**config.mk**
```make
export PLATFORM = sky130hd
export DESIGN_NAME = int4_group_dequant_dot_product
export DESIGN_NICKNAME = d
export VERILOG_FILES = /design/src/rtl/iqd_pkg.sv /design/src/rtl/iqd_front.sv /design/src/rtl/iqd_back.sv /design/src/rtl/iqd_outq.sv /design/src/rtl/int4_group_dequant_dot_product.sv
export SDC_FILE = /design/constraint.sdc
export NUM_CORES = 2
export LEC_CHECK = 0
export BUFFER_PORTS_ARGS = -buffer_cell sky130_fd_sc_hd__buf_2
export CELL_PAD_IN_SITES_DETAIL_PLACEMENT = 0
export CELL_PAD_IN_SITES_GLOBAL_PLACEMENT = 1
export CORE_MARGIN = 2
export CORE_UTILIZATION = 52
export CTS_CLUSTER_DIAMETER = 50
export CTS_CLUSTER_SIZE = 30
export DETAILED_ROUTE_END_ITERATION = 6
export HOLD_SLACK_MARGIN = 0.1
export PLACE_DENSITY_LB_ADDON = 0.3
export SLEW_MARGIN = 10
export SYNTH_ARGS = -nofsm -noshare
export SYNTH_HDL_FRONTEND = slang
export SYNTH_SLANG_ARGS = --single-unit
```
**constraint.sdc**
```tcl
create_clock -name clk -period 10.2 [get_ports clk]
set_input_delay 0 -clock clk [delete_from_list [all_inputs] [get_ports clk]]
set_output_delay 0 -clock clk [all_outputs]
set_load 0.02 [all_outputs]
```
**src/rtl/iqd_pkg.sv**
```systemverilog
// shared types and constants for the int4 group dequant dot product block
// no dependencies; imported by every module under rtl
package iqd_pkg;

	// lane and field geometry
	localparam int LANES    = 8;
	localparam int LANE_W   = $clog2(LANES);
	localparam int NIB_W    = 4;
	localparam int BYTE_W   = 8;
	localparam int WORD_W   = 32;
	localparam int BYTES    = WORD_W / BYTE_W;
	localparam int ACT_W    = 16;
	localparam int SCL_W    = 16;
	localparam int Q_W      = NIB_W + 1;
	localparam int NIB_BIAS = 8;

	// arithmetic widths: dequantized weight, lane product, accumulator
	localparam int DEQ_W  = Q_W + SCL_W;
	localparam int PROD_W = ACT_W + DEQ_W;
	localparam int ACC_W  = 48;
	localparam int SUM_W  = ACC_W + 1;

	// queue geometry, both sides use two entries
	localparam int QDEPTH = 2;
	localparam int QPTR_W = $clog2(QDEPTH);
	localparam int QCNT_W = $clog2(QDEPTH + 1);

	// input transaction as seen on the ports
	typedef struct packed {
		logic        [WORD_W-1:0] weight_word;
		logic signed [ACT_W-1:0]  act_0;
		logic signed [ACT_W-1:0]  act_1;
		logic signed [ACT_W-1:0]  act_2;
		logic signed [ACT_W-1:0]  act_3;
		logic signed [ACT_W-1:0]  act_4;
		logic signed [ACT_W-1:0]  act_5;
		logic signed [ACT_W-1:0]  act_6;
		logic signed [ACT_W-1:0]  act_7;
		logic signed [SCL_W-1:0]  group_scale;
		logic signed [SCL_W-1:0]  group_offset;
		logic                     last_item;
	} in_item_t;

	// result transaction as seen on the ports
	typedef struct packed {
		logic signed [ACC_W-1:0] dot_value;
		logic                    saturated;
	} out_item_t;

	// item after the front has split it into lanes
	typedef struct packed {
		logic [LANES-1:0][NIB_W-1:0] nib;
		logic [LANES-1:0][ACT_W-1:0] act;
		logic signed [SCL_W-1:0]     scale;
		logic signed [SCL_W-1:0]     offs;
		logic                        last;
	} job_t;

	// fill level of the result queue, fed back to the sequencer
	typedef struct packed {
		logic [QCNT_W-1:0] count;
		logic              full;
	} oq_stat_t;

	// lane sequencer states
	typedef enum logic {
		BK_IDLE,
		BK_RUN
	} bk_state_t;

endpackage

```
**src/rtl/iqd_front.sv**
```systemverilog
// front part: accepts input transactions, splits them into lanes and
// holds them in a two-entry job queue; depends on iqd_pkg
module iqd_front import iqd_pkg::*; (
	input  logic     clk,
	input  logic     arst_n,
	input  logic     push,
	output logic     full,
	input  in_item_t item,
	output logic     job_valid,
	output job_t     job,
	input  logic     job_take
);

	job_t              ent_q [QDEPTH];
	logic [QPTR_W-1:0] wr_q;
	logic [QPTR_W-1:0] rd_q;
	logic [QCNT_W-1:0] cnt_q;
	job_t              job_c;
	logic              do_push;
	logic              do_pop;

	// lane l takes byte l mod 4, low nibble for lanes 0..3, high for 4..7
	always_comb begin
		for (int l = 0; l < LANES; l++) begin
			job_c.nib[l] = item.weight_word[(l % BYTES) * BYTE_W + (l / BYTES) * NIB_W +: NIB_W];
		end
		job_c.act[0] = item.act_0;
		job_c.act[1] = item.act_1;
		job_c.act[2] = item.act_2;
		job_c.act[3] = item.act_3;
		job_c.act[4] = item.act_4;
		job_c.act[5] = item.act_5;
		job_c.act[6] = item.act_6;
		job_c.act[7] = item.act_7;
		job_c.scale  = item.group_scale;
		job_c.offs   = item.group_offset;
		job_c.last   = item.last_item;
	end

	assign full      = (cnt_q == QCNT_W'(QDEPTH));
	assign job_valid = (cnt_q != '0);
	assign job       = ent_q[rd_q];
	assign do_push   = push && !full;
	assign do_pop    = job_take && job_valid;

	// queue pointers and fill count
	always_ff @(posedge clk or negedge arst_n) begin
		if (!arst_n) begin
			wr_q  <= '0;
			rd_q  <= '0;
			cnt_q <= '0;
		end else begin
			if (do_push) begin
				wr_q <= wr_q + QPTR_W'(1);
			end
			if (do_pop) begin
				rd_q <= rd_q + QPTR_W'(1);
			end
			cnt_q <= cnt_q + QCNT_W'(do_push) - QCNT_W'(do_pop);
		end
	end

	// queue storage
	always_ff @(posedge clk) begin
		if (do_push) begin
			ent_q[wr_q] <= job_c;
		end
	end

endmodule

```
**src/rtl/iqd_back.sv**
```systemverilog
// back part: walks the eight lanes of each job, dequantizes, multiplies
// and accumulates with saturation; depends on iqd_pkg
module iqd_back import iqd_pkg::*; (
	input  logic      clk,
	input  logic      arst_n,
	input  logic      job_valid,
	input  job_t      job,
	output logic      job_take,
	input  oq_stat_t  oq_stat,
	output logic      res_push,
	output out_item_t res
);

	bk_state_t         state_q;
	bk_state_t         state_d;
	logic [LANE_W-1:0] lane_q;
	job_t              cur_q;
	logic [QCNT_W-1:0] inflight_q;

	logic              last_lane;
	logic              emit_now;
	logic              room_ok;
	logic              issue;
	logic [QCNT_W:0]   need;

	logic signed [Q_W-1:0]    q_c;
	logic signed [DEQ_W-1:0]  deq_c;
	logic signed [ACT_W-1:0]  act_c;

	logic                     v_s1;
	logic                     emit_s1;
	logic signed [DEQ_W-1:0]  deq_s1;
	logic signed [ACT_W-1:0]  act_s1;

	logic                     v_s2;
	logic                     emit_s2;
	logic signed [PROD_W-1:0] prod_s2;

	logic signed [ACC_W-1:0]  acc_q;
	logic                     ovf_q;
	logic signed [SUM_W-1:0]  sum_c;
	logic signed [ACC_W-1:0]  sat_c;
	logic                     clamp_c;

	// admission: a job starts only if its possible result has a free slot
	assign last_lane = (lane_q == LANE_W'(LANES - 1));
	assign emit_now  = (state_q == BK_RUN) && last_lane && cur_q.last;
	assign need      = (QCNT_W + 1)'(oq_stat.count) + (QCNT_W + 1)'(inflight_q)
		+ (QCNT_W + 1)'(emit_now);
	assign room_ok   = (need < (QCNT_W + 1)'(QDEPTH));

	// next state
	always_comb begin
		state_d = state_q;
		unique case (state_q)
			BK_IDLE: begin
				if (job_valid && room_ok) begin
					state_d = BK_RUN;
				end
			end
			BK_RUN: begin
				if (last_lane && !(job_valid && room_ok)) begin
					state_d = BK_IDLE;
				end
			end
			default: state_d = BK_IDLE;
		endcase
	end

	// sequencer outputs
	always_comb begin
		job_take = 1'b0;
		issue    = 1'b0;
		unique case (state_q)
			BK_IDLE: begin
				job_take = job_valid && room_ok;
			end
			BK_RUN: begin
				issue    = 1'b1;
				job_take = last_lane && job_valid && room_ok;
			end
			default: begin
				job_take = 1'b0;
				issue    = 1'b0;
			end
		endcase
	end

	// sequencer registers
	always_ff @(posedge clk or negedge arst_n) begin
		if (!arst_n) begin
			state_q    <= BK_IDLE;
			lane_q     <= '0;
			inflight_q <= '0;
		end else begin
			state_q <= state_d;
			if (job_take) begin
				lane_q <= '0;
			end else if (issue) begin
				lane_q <= lane_q + LANE_W'(1);
			end
			inflight_q <= inflight_q + QCNT_W'(emit_now) - QCNT_W'(res_push);
		end
	end

	always_ff @(posedge clk) begin
		if (job_take) begin
			cur_q <= job;
		end
	end

	// stage 1: dequantize the selected lane, (nibble - 8) * scale + offset
	always_comb begin
		q_c   = $signed({1'b0, cur_q.nib[lane_q]}) - Q_W'(NIB_BIAS);
		deq_c = DEQ_W'(q_c) * DEQ_W'(cur_q.scale) + DEQ_W'(cur_q.offs);
		act_c = $signed(cur_q.act[lane_q]);
	end

	always_ff @(posedge clk or negedge arst_n) begin
		if (!arst_n) begin
			v_s1    <= 1'b0;
			emit_s1 <= 1'b0;
			v_s2    <= 1'b0;
			emit_s2 <= 1'b0;
		end else begin
			v_s1    <= issue;
			emit_s1 <= emit_now;
			v_s2    <= v_s1;
			emit_s2 <= emit_s1;
		end
	end

	always_ff @(posedge clk) begin
		deq_s1 <= deq_c;
		act_s1 <= act_c;
	end

	// stage 2: lane product
	always_ff @(posedge clk) begin
		prod_s2 <= PROD_W'(act_s1) * PROD_W'(deq_s1);
	end

	// accumulate with clamp to the 48-bit signed range
	always_comb begin
		sum_c   = SUM_W'(acc_q) + SUM_W'(prod_s2);
		clamp_c = (sum_c[SUM_W-1] != sum_c[ACC_W-1]);
		if (!clamp_c) begin
			sat_c = sum_c[ACC_W-1:0];
		end else if (sum_c[SUM_W-1]) begin
			sat_c = {1'b1, {(ACC_W - 1){1'b0}}};
		end else begin
			sat_c = {1'b0, {(ACC_W - 1){1'b1}}};
		end
	end

	assign res_push      = v_s2 && emit_s2;
	assign res.dot_value = sat_c;
	assign res.saturated = ovf_q || clamp_c;

	always_ff @(posedge clk or negedge arst_n) begin
		if (!arst_n) begin
			acc_q <= '0;
			ovf_q <= 1'b0;
		end else if (v_s2) begin
			if (emit_s2) begin
				acc_q <= '0;
				ovf_q <= 1'b0;
			end else begin
				acc_q <= sat_c;
				ovf_q <= ovf_q || clamp_c;
			end
		end
	end

endmodule

```
**src/rtl/iqd_outq.sv**
```systemverilog
// two-entry result queue between the accumulator and the result ports
// depends on iqd_pkg
module iqd_outq import iqd_pkg::*; (
	input  logic      clk,
	input  logic      arst_n,
	input  logic      res_push,
	input  out_item_t res,
	output oq_stat_t  oq_stat,
	output logic      empty,
	input  logic      pop,
	output out_item_t result
);

	out_item_t         ent_q [QDEPTH];
	logic [QPTR_W-1:0] wr_q;
	logic [QPTR_W-1:0] rd_q;
	logic [QCNT_W-1:0] cnt_q;
	logic              do_pop;

	assign empty         = (cnt_q == '0);
	assign result        = ent_q[rd_q];
	assign do_pop        = pop && !empty;
	assign oq_stat.count = cnt_q;
	assign oq_stat.full  = (cnt_q == QCNT_W'(QDEPTH));

	// pointers and fill count
	always_ff @(posedge clk or negedge arst_n) begin
		if (!arst_n) begin
			wr_q  <= '0;
			rd_q  <= '0;
			cnt_q <= '0;
		end else begin
			if (res_push) begin
				wr_q <= wr_q + QPTR_W'(1);
			end
			if (do_pop) begin
				rd_q <= rd_q + QPTR_W'(1);
			end
			cnt_q <= cnt_q + QCNT_W'(res_push) - QCNT_W'(do_pop);
		end
	end

	// storage
	always_ff @(posedge clk) begin
		if (res_push) begin
			ent_q[wr_q] <= res;
		end
	end

endmodule

```
**src/rtl/int4_group_dequant_dot_product.sv**
```systemverilog
// top level of the int4 group dequant dot product block
// depends on iqd_pkg, iqd_front, iqd_back, iqd_outq
//
//   channel   handshake          payload     accepted when
//   input     push / full        item        push && !full
//   result    empty / pop        result      pop && !empty
//
// the lane sequencer walks the eight lanes of each item, one lane per cycle,
// through a dequant stage, a multiply stage and the saturating accumulator
// reset clears queues, sequencer and accumulator; no clearing pass
// a stalled result queue holds back the sequencer only when it has no room
// for a result; up to two items wait in the front queue meanwhile
module int4_group_dequant_dot_product import iqd_pkg::*; (
	input  logic      clk,
	input  logic      arst_n,
	input  logic      push,
	output logic      full,
	input  in_item_t  item,
	output logic      empty,
	input  logic      pop,
	output out_item_t result
);

	logic      job_valid;
	job_t      job;
	logic      job_take;
	oq_stat_t  oq_stat;
	logic      res_push;
	out_item_t res;

	// accept and split items
	iqd_front u_front (
		.clk       (clk),
		.arst_n    (arst_n),
		.push      (push),
		.full      (full),
		.item      (item),
		.job_valid (job_valid),
		.job       (job),
		.job_take  (job_take)
	);

	// lane sequencer and accumulator
	iqd_back u_back (
		.clk       (clk),
		.arst_n    (arst_n),
		.job_valid (job_valid),
		.job       (job),
		.job_take  (job_take),
		.oq_stat   (oq_stat),
		.res_push  (res_push),
		.res       (res)
	);

	// result queue
	iqd_outq u_outq (
		.clk      (clk),
		.arst_n   (arst_n),
		.res_push (res_push),
		.res      (res),
		.oq_stat  (oq_stat),
		.empty    (empty),
		.pop      (pop),
		.result   (result)
	);

	// the admission credit must keep the result queue from overflowing
	a_no_oq_overflow: assert property (@(posedge clk) disable iff (!arst_n)
		res_push |-> !oq_stat.full)
		else $error("result written into a full result queue");

	// a result shows up only after the accumulator writes one
	a_empty_holds: assert property (@(posedge clk) disable iff (!arst_n)
		(empty && !res_push) |=> empty)
		else $error("result queue left empty without a write");

	// the front queue drains only through the sequencer
	a_full_holds: assert property (@(posedge clk) disable iff (!arst_n)
		(full && !job_take) |=> full)
		else $error("input queue left full without a job taken");

endmodule

```
==> results.sh <==
export IMPL_fp_dieArea_um2=92300
export IMPL_final_worst_path_cycle_share_pct=71.1
export IMPL_pin_count_of_the_biggest_net_entering_global_routing=144
export IMPL_synth_largest_area_cell="edfxtp_1"
export IMPL_synth_edf_count=677
export IMPL_report_final_hold_viol_count=0
export IMPL_maxSlewHeadroom_pct=33.5
export IMPL_arrival_ns=7.80
export IMPL_cap_violations=0
export IMPL_gr_usage_all_layers_pct=22.9
export IMPL_nets_in_the_synthesized_netlist=4250
export IMPL_setup_worst_path_start="u_back.act_s1[1]$_DFF_P_"
export IMPL_layout_commonest_cell="edfxtp_1"
export IMPL_numCtsBuffers=82
export IMPL_avgSynthCellArea_um2=13.5
export IMPL_slew_violations=0
export IMPL_fin_nets=4869
export IMPL_core_area_um2=88800
export IMPL_place_detailed_hpwl_um=69200
export IMPL_grt_antenna_before_repair=12
export IMPL_start_util_pct=52.7
export IMPL_yosysSeqAreaShare_pct=50.2
export IMPL_cts_reportedPaths_clkPinSlew_ns=0.07
export IMPL_dp_worst_setup_slack_ns=2.95
export IMPL_maxClockFrequency_mhz=138
export IMPL_routed_via_density=5.32
export IMPL_ioPinCount=248
export IMPL_yosys_warnings=0
export IMPL_cts_setup_buffers=0
export IMPL_drcViolationCount=0
export IMPL_endpoint_kind="flip-flop"
export IMPL_tns_ns=0
export IMPL_wl_um=105000
export IMPL_finalSetupViolCount=0
export IMPL_globalplace_congestion=0.870
export IMPL_crit_path_start_kind="flip-flop"
export IMPL_drive_above_1_share_pct=18.2
export IMPL_post_route_worst_setup_slack_ns=2.95
export IMPL_tritonroute_pass_1_iters=7
export IMPL_drt_antenna_violating_nets=0
export IMPL_holdCritStartpoint="item[137]"
export IMPL_number_of_global_route_vias_before_repair=30332
export IMPL_ctsHoldBuffers=390
export IMPL_critPathRequiredTime_ns=10.75
export IMPL_grt_overflow_total=0
export IMPL_finish_utilization_pct=63.2
export IMPL_worst_clock_skew_ns=0.0549
export IMPL_ys_types=75
export IMPL_clock_sinks=818
export IMPL_max_slew_worst_pin_slew_ns=0.998
export IMPL_async_reset_ff_share_pct=8.19
export IMPL_yosys_area_top_type_share_pct=43.5
export IMPL_area_growth_pct=20.1
export IMPL_port_buffer_count=247
export IMPL_cts_root_buf="clkbuf_16"
export IMPL_rsz0062_at_grt="false"
export IMPL_syn_inst=3463
export IMPL_syn_cell_area_um2=46800
export IMPL_ff_latch_count_synth=818
export IMPL_synth_main_ff_cell="edfxtp_1"
export IMPL_1st_iter_drt_viols=1734
export IMPL_routed_via_count=28358
export IMPL_top_library_cells_by_usage_in_the_layout_fill_and_taps_aside="677 x edfxtp_1, 472 x inv_1, 401 x fa_1"
export IMPL_postCtsResizedCells=0
export IMPL_rr_startpoint="u_back.act_s1[1]$_DFF_P_"
export IMPL_cts_tree="built"
export IMPL_die_h_um=304
export IMPL_synth_top_cells_by_area="edfxtp_1 43%, fa_1 17%, mux2_2 6.2%"
export IMPL_critPathMaxFanout=21
export IMPL_clock_latency_ns=0.67
export IMPL_die_width_um=304
export IMPL_cts_root_to_sink_buffers=3
export IMPL_worstHoldPathType="input pin to flip-flop"
export IMPL_finalWorstPathRequiredPeriod_ns=7.25
export IMPL_global_route_wire_length_before_repair_um=165000
export IMPL_outcome="complete, no violations"
export IMPL_cts_htree_levels=3
export IMPL_num_rows=109
export IMPL_timing_setup_critical_path_class="flip-flop to flip-flop"
export IMPL_avgRoutedWirePerCell_um=19.7
[per-layer routing]
| layer | wire, um | GRT usage (%) | vias to the layer above |
|---|---|---|---|
| li1 | - | - | 13090 |
| met1 | 41300 | 28.3 | 14401 |
| met2 | 55600 | 41.1 | 676 |
| met3 | 4710 | 3.50 | 185 |
| met4 | 3330 | 7.76 | 6 |
| met5 | 41 | 0 | - |
[synth_stat cells (28+ instances only)]
cell        n
edfxtp_1  677
nand2_1   284
a21o_1     49
xor2_1     31
a22o_1     28
o21ai_0    47
nor2b_1    38
and2_1    134
nor2_1    101
inv_1     472
mux2_2    259
dfxtp_1    74
a21oi_1    96
nand2b_1   30
clkbuf_1   98
xnor2_1    87
mux4_2     40
dfrtp_1    67
fa_1      401
ha_1      189
[path summary, 6_finish.rpt]
path	to	slack, ns	cells after the start
worst max-delay path	u_back.prod_s2[35]$_DFF_P_	2.95	23
worst min-delay path	u_front.ent_q[1][57]$_DFFE_PP_	0.14	2
worst max register to register	u_back.prod_s2[35]$_DFF_P_	2.95	23
worst min register to register	u_back.v_s2$_DFF_PN0_	0.33	0
max in group asynchronous	u_front.rd_q$_DFFE_PN0P_	9.19	4
min in group asynchronous	u_back.acc_q[9]$_DFFE_PN0P_	0.43	4
[state kept, by name (all words and copies together), names as in the netlist, 3 cells and up]
| signal | flops |
|---|---|
| u_outq.ent_q | 98 |
| u_front.ent_q | 386 |
| u_back.acc_q | 48 |
| u_back.prod_s2 | 37 |
| u_back.cur_q | 193 |
| u_back.deq_s1 | 21 |
| u_back.lane_q | 3 |
| u_back.act_s1 | 16 |
[through the flow]
step	area [um2]	hold slack, ns	instances
floorplan	46800	-0.296	3463
global placement	49200	0.0188	4773
detailed placement	49200	0.0186	4773
CTS	56100	0.102	5317
global route	56100	0.121	5326
finish	56100	0.143	5326
[cell type report]
class	count	area, um2
antenna	9	22.5
clock buffer	92	2150
clock inverter	62	823
fill	6620	32600
inverter	475	1780
multi-input combinational	2039	21000
sequential	818	23500
tap	1165	1460
timing repair buffer	666	5410
[worst max-delay path, cell delays in order (launching register included)]
cell and delay [ns]:
dfxtp_1 0.84, nand2_1 0.18, fa_1 0.56, inv_1 0.06
fa_1 0.54, inv_1 0.06, fa_1 0.49, inv_1 0.06
fa_1 0.53, inv_1 0.05, fa_1 0.48, inv_1 0.05
fa_1 0.43, ha_1 0.36, a21oi_1 0.24, o21ai_0 0.15
a211oi_1 0.33, a21oi_1 0.17, o31ai_1 0.49, o21ai_0 0.28
a31oi_1 0.36, o2111ai_1 0.18, a21oi_1 0.19, xnor2_1 0.13
[cells by family (layout without fill, tap and decap cells)]
| logic type | after synthesis | count (layout) | share of synthesized area, % |
|---|---|---|---|
| XOR/XNOR | 118 | 118 | 2.21 |
| other | 0 | 9 | 0 |
| flip-flops | 818 | 818 | 50.2 |
| multiplexers | 304 | 304 | 8.30 |
| buffers and inverters | 606 | 1295 | 4.95 |
| AO/OA/AOI/OAI | 366 | 366 | 5.36 |
| AND/OR/NAND/NOR | 661 | 661 | 6.73 |
| adder cells (fa/ha/maj) | 590 | 590 | 22.2 |
Power is not shown: default switching activity piles up to over one toggle a cycle in this logic, so the estimate is an artifact.
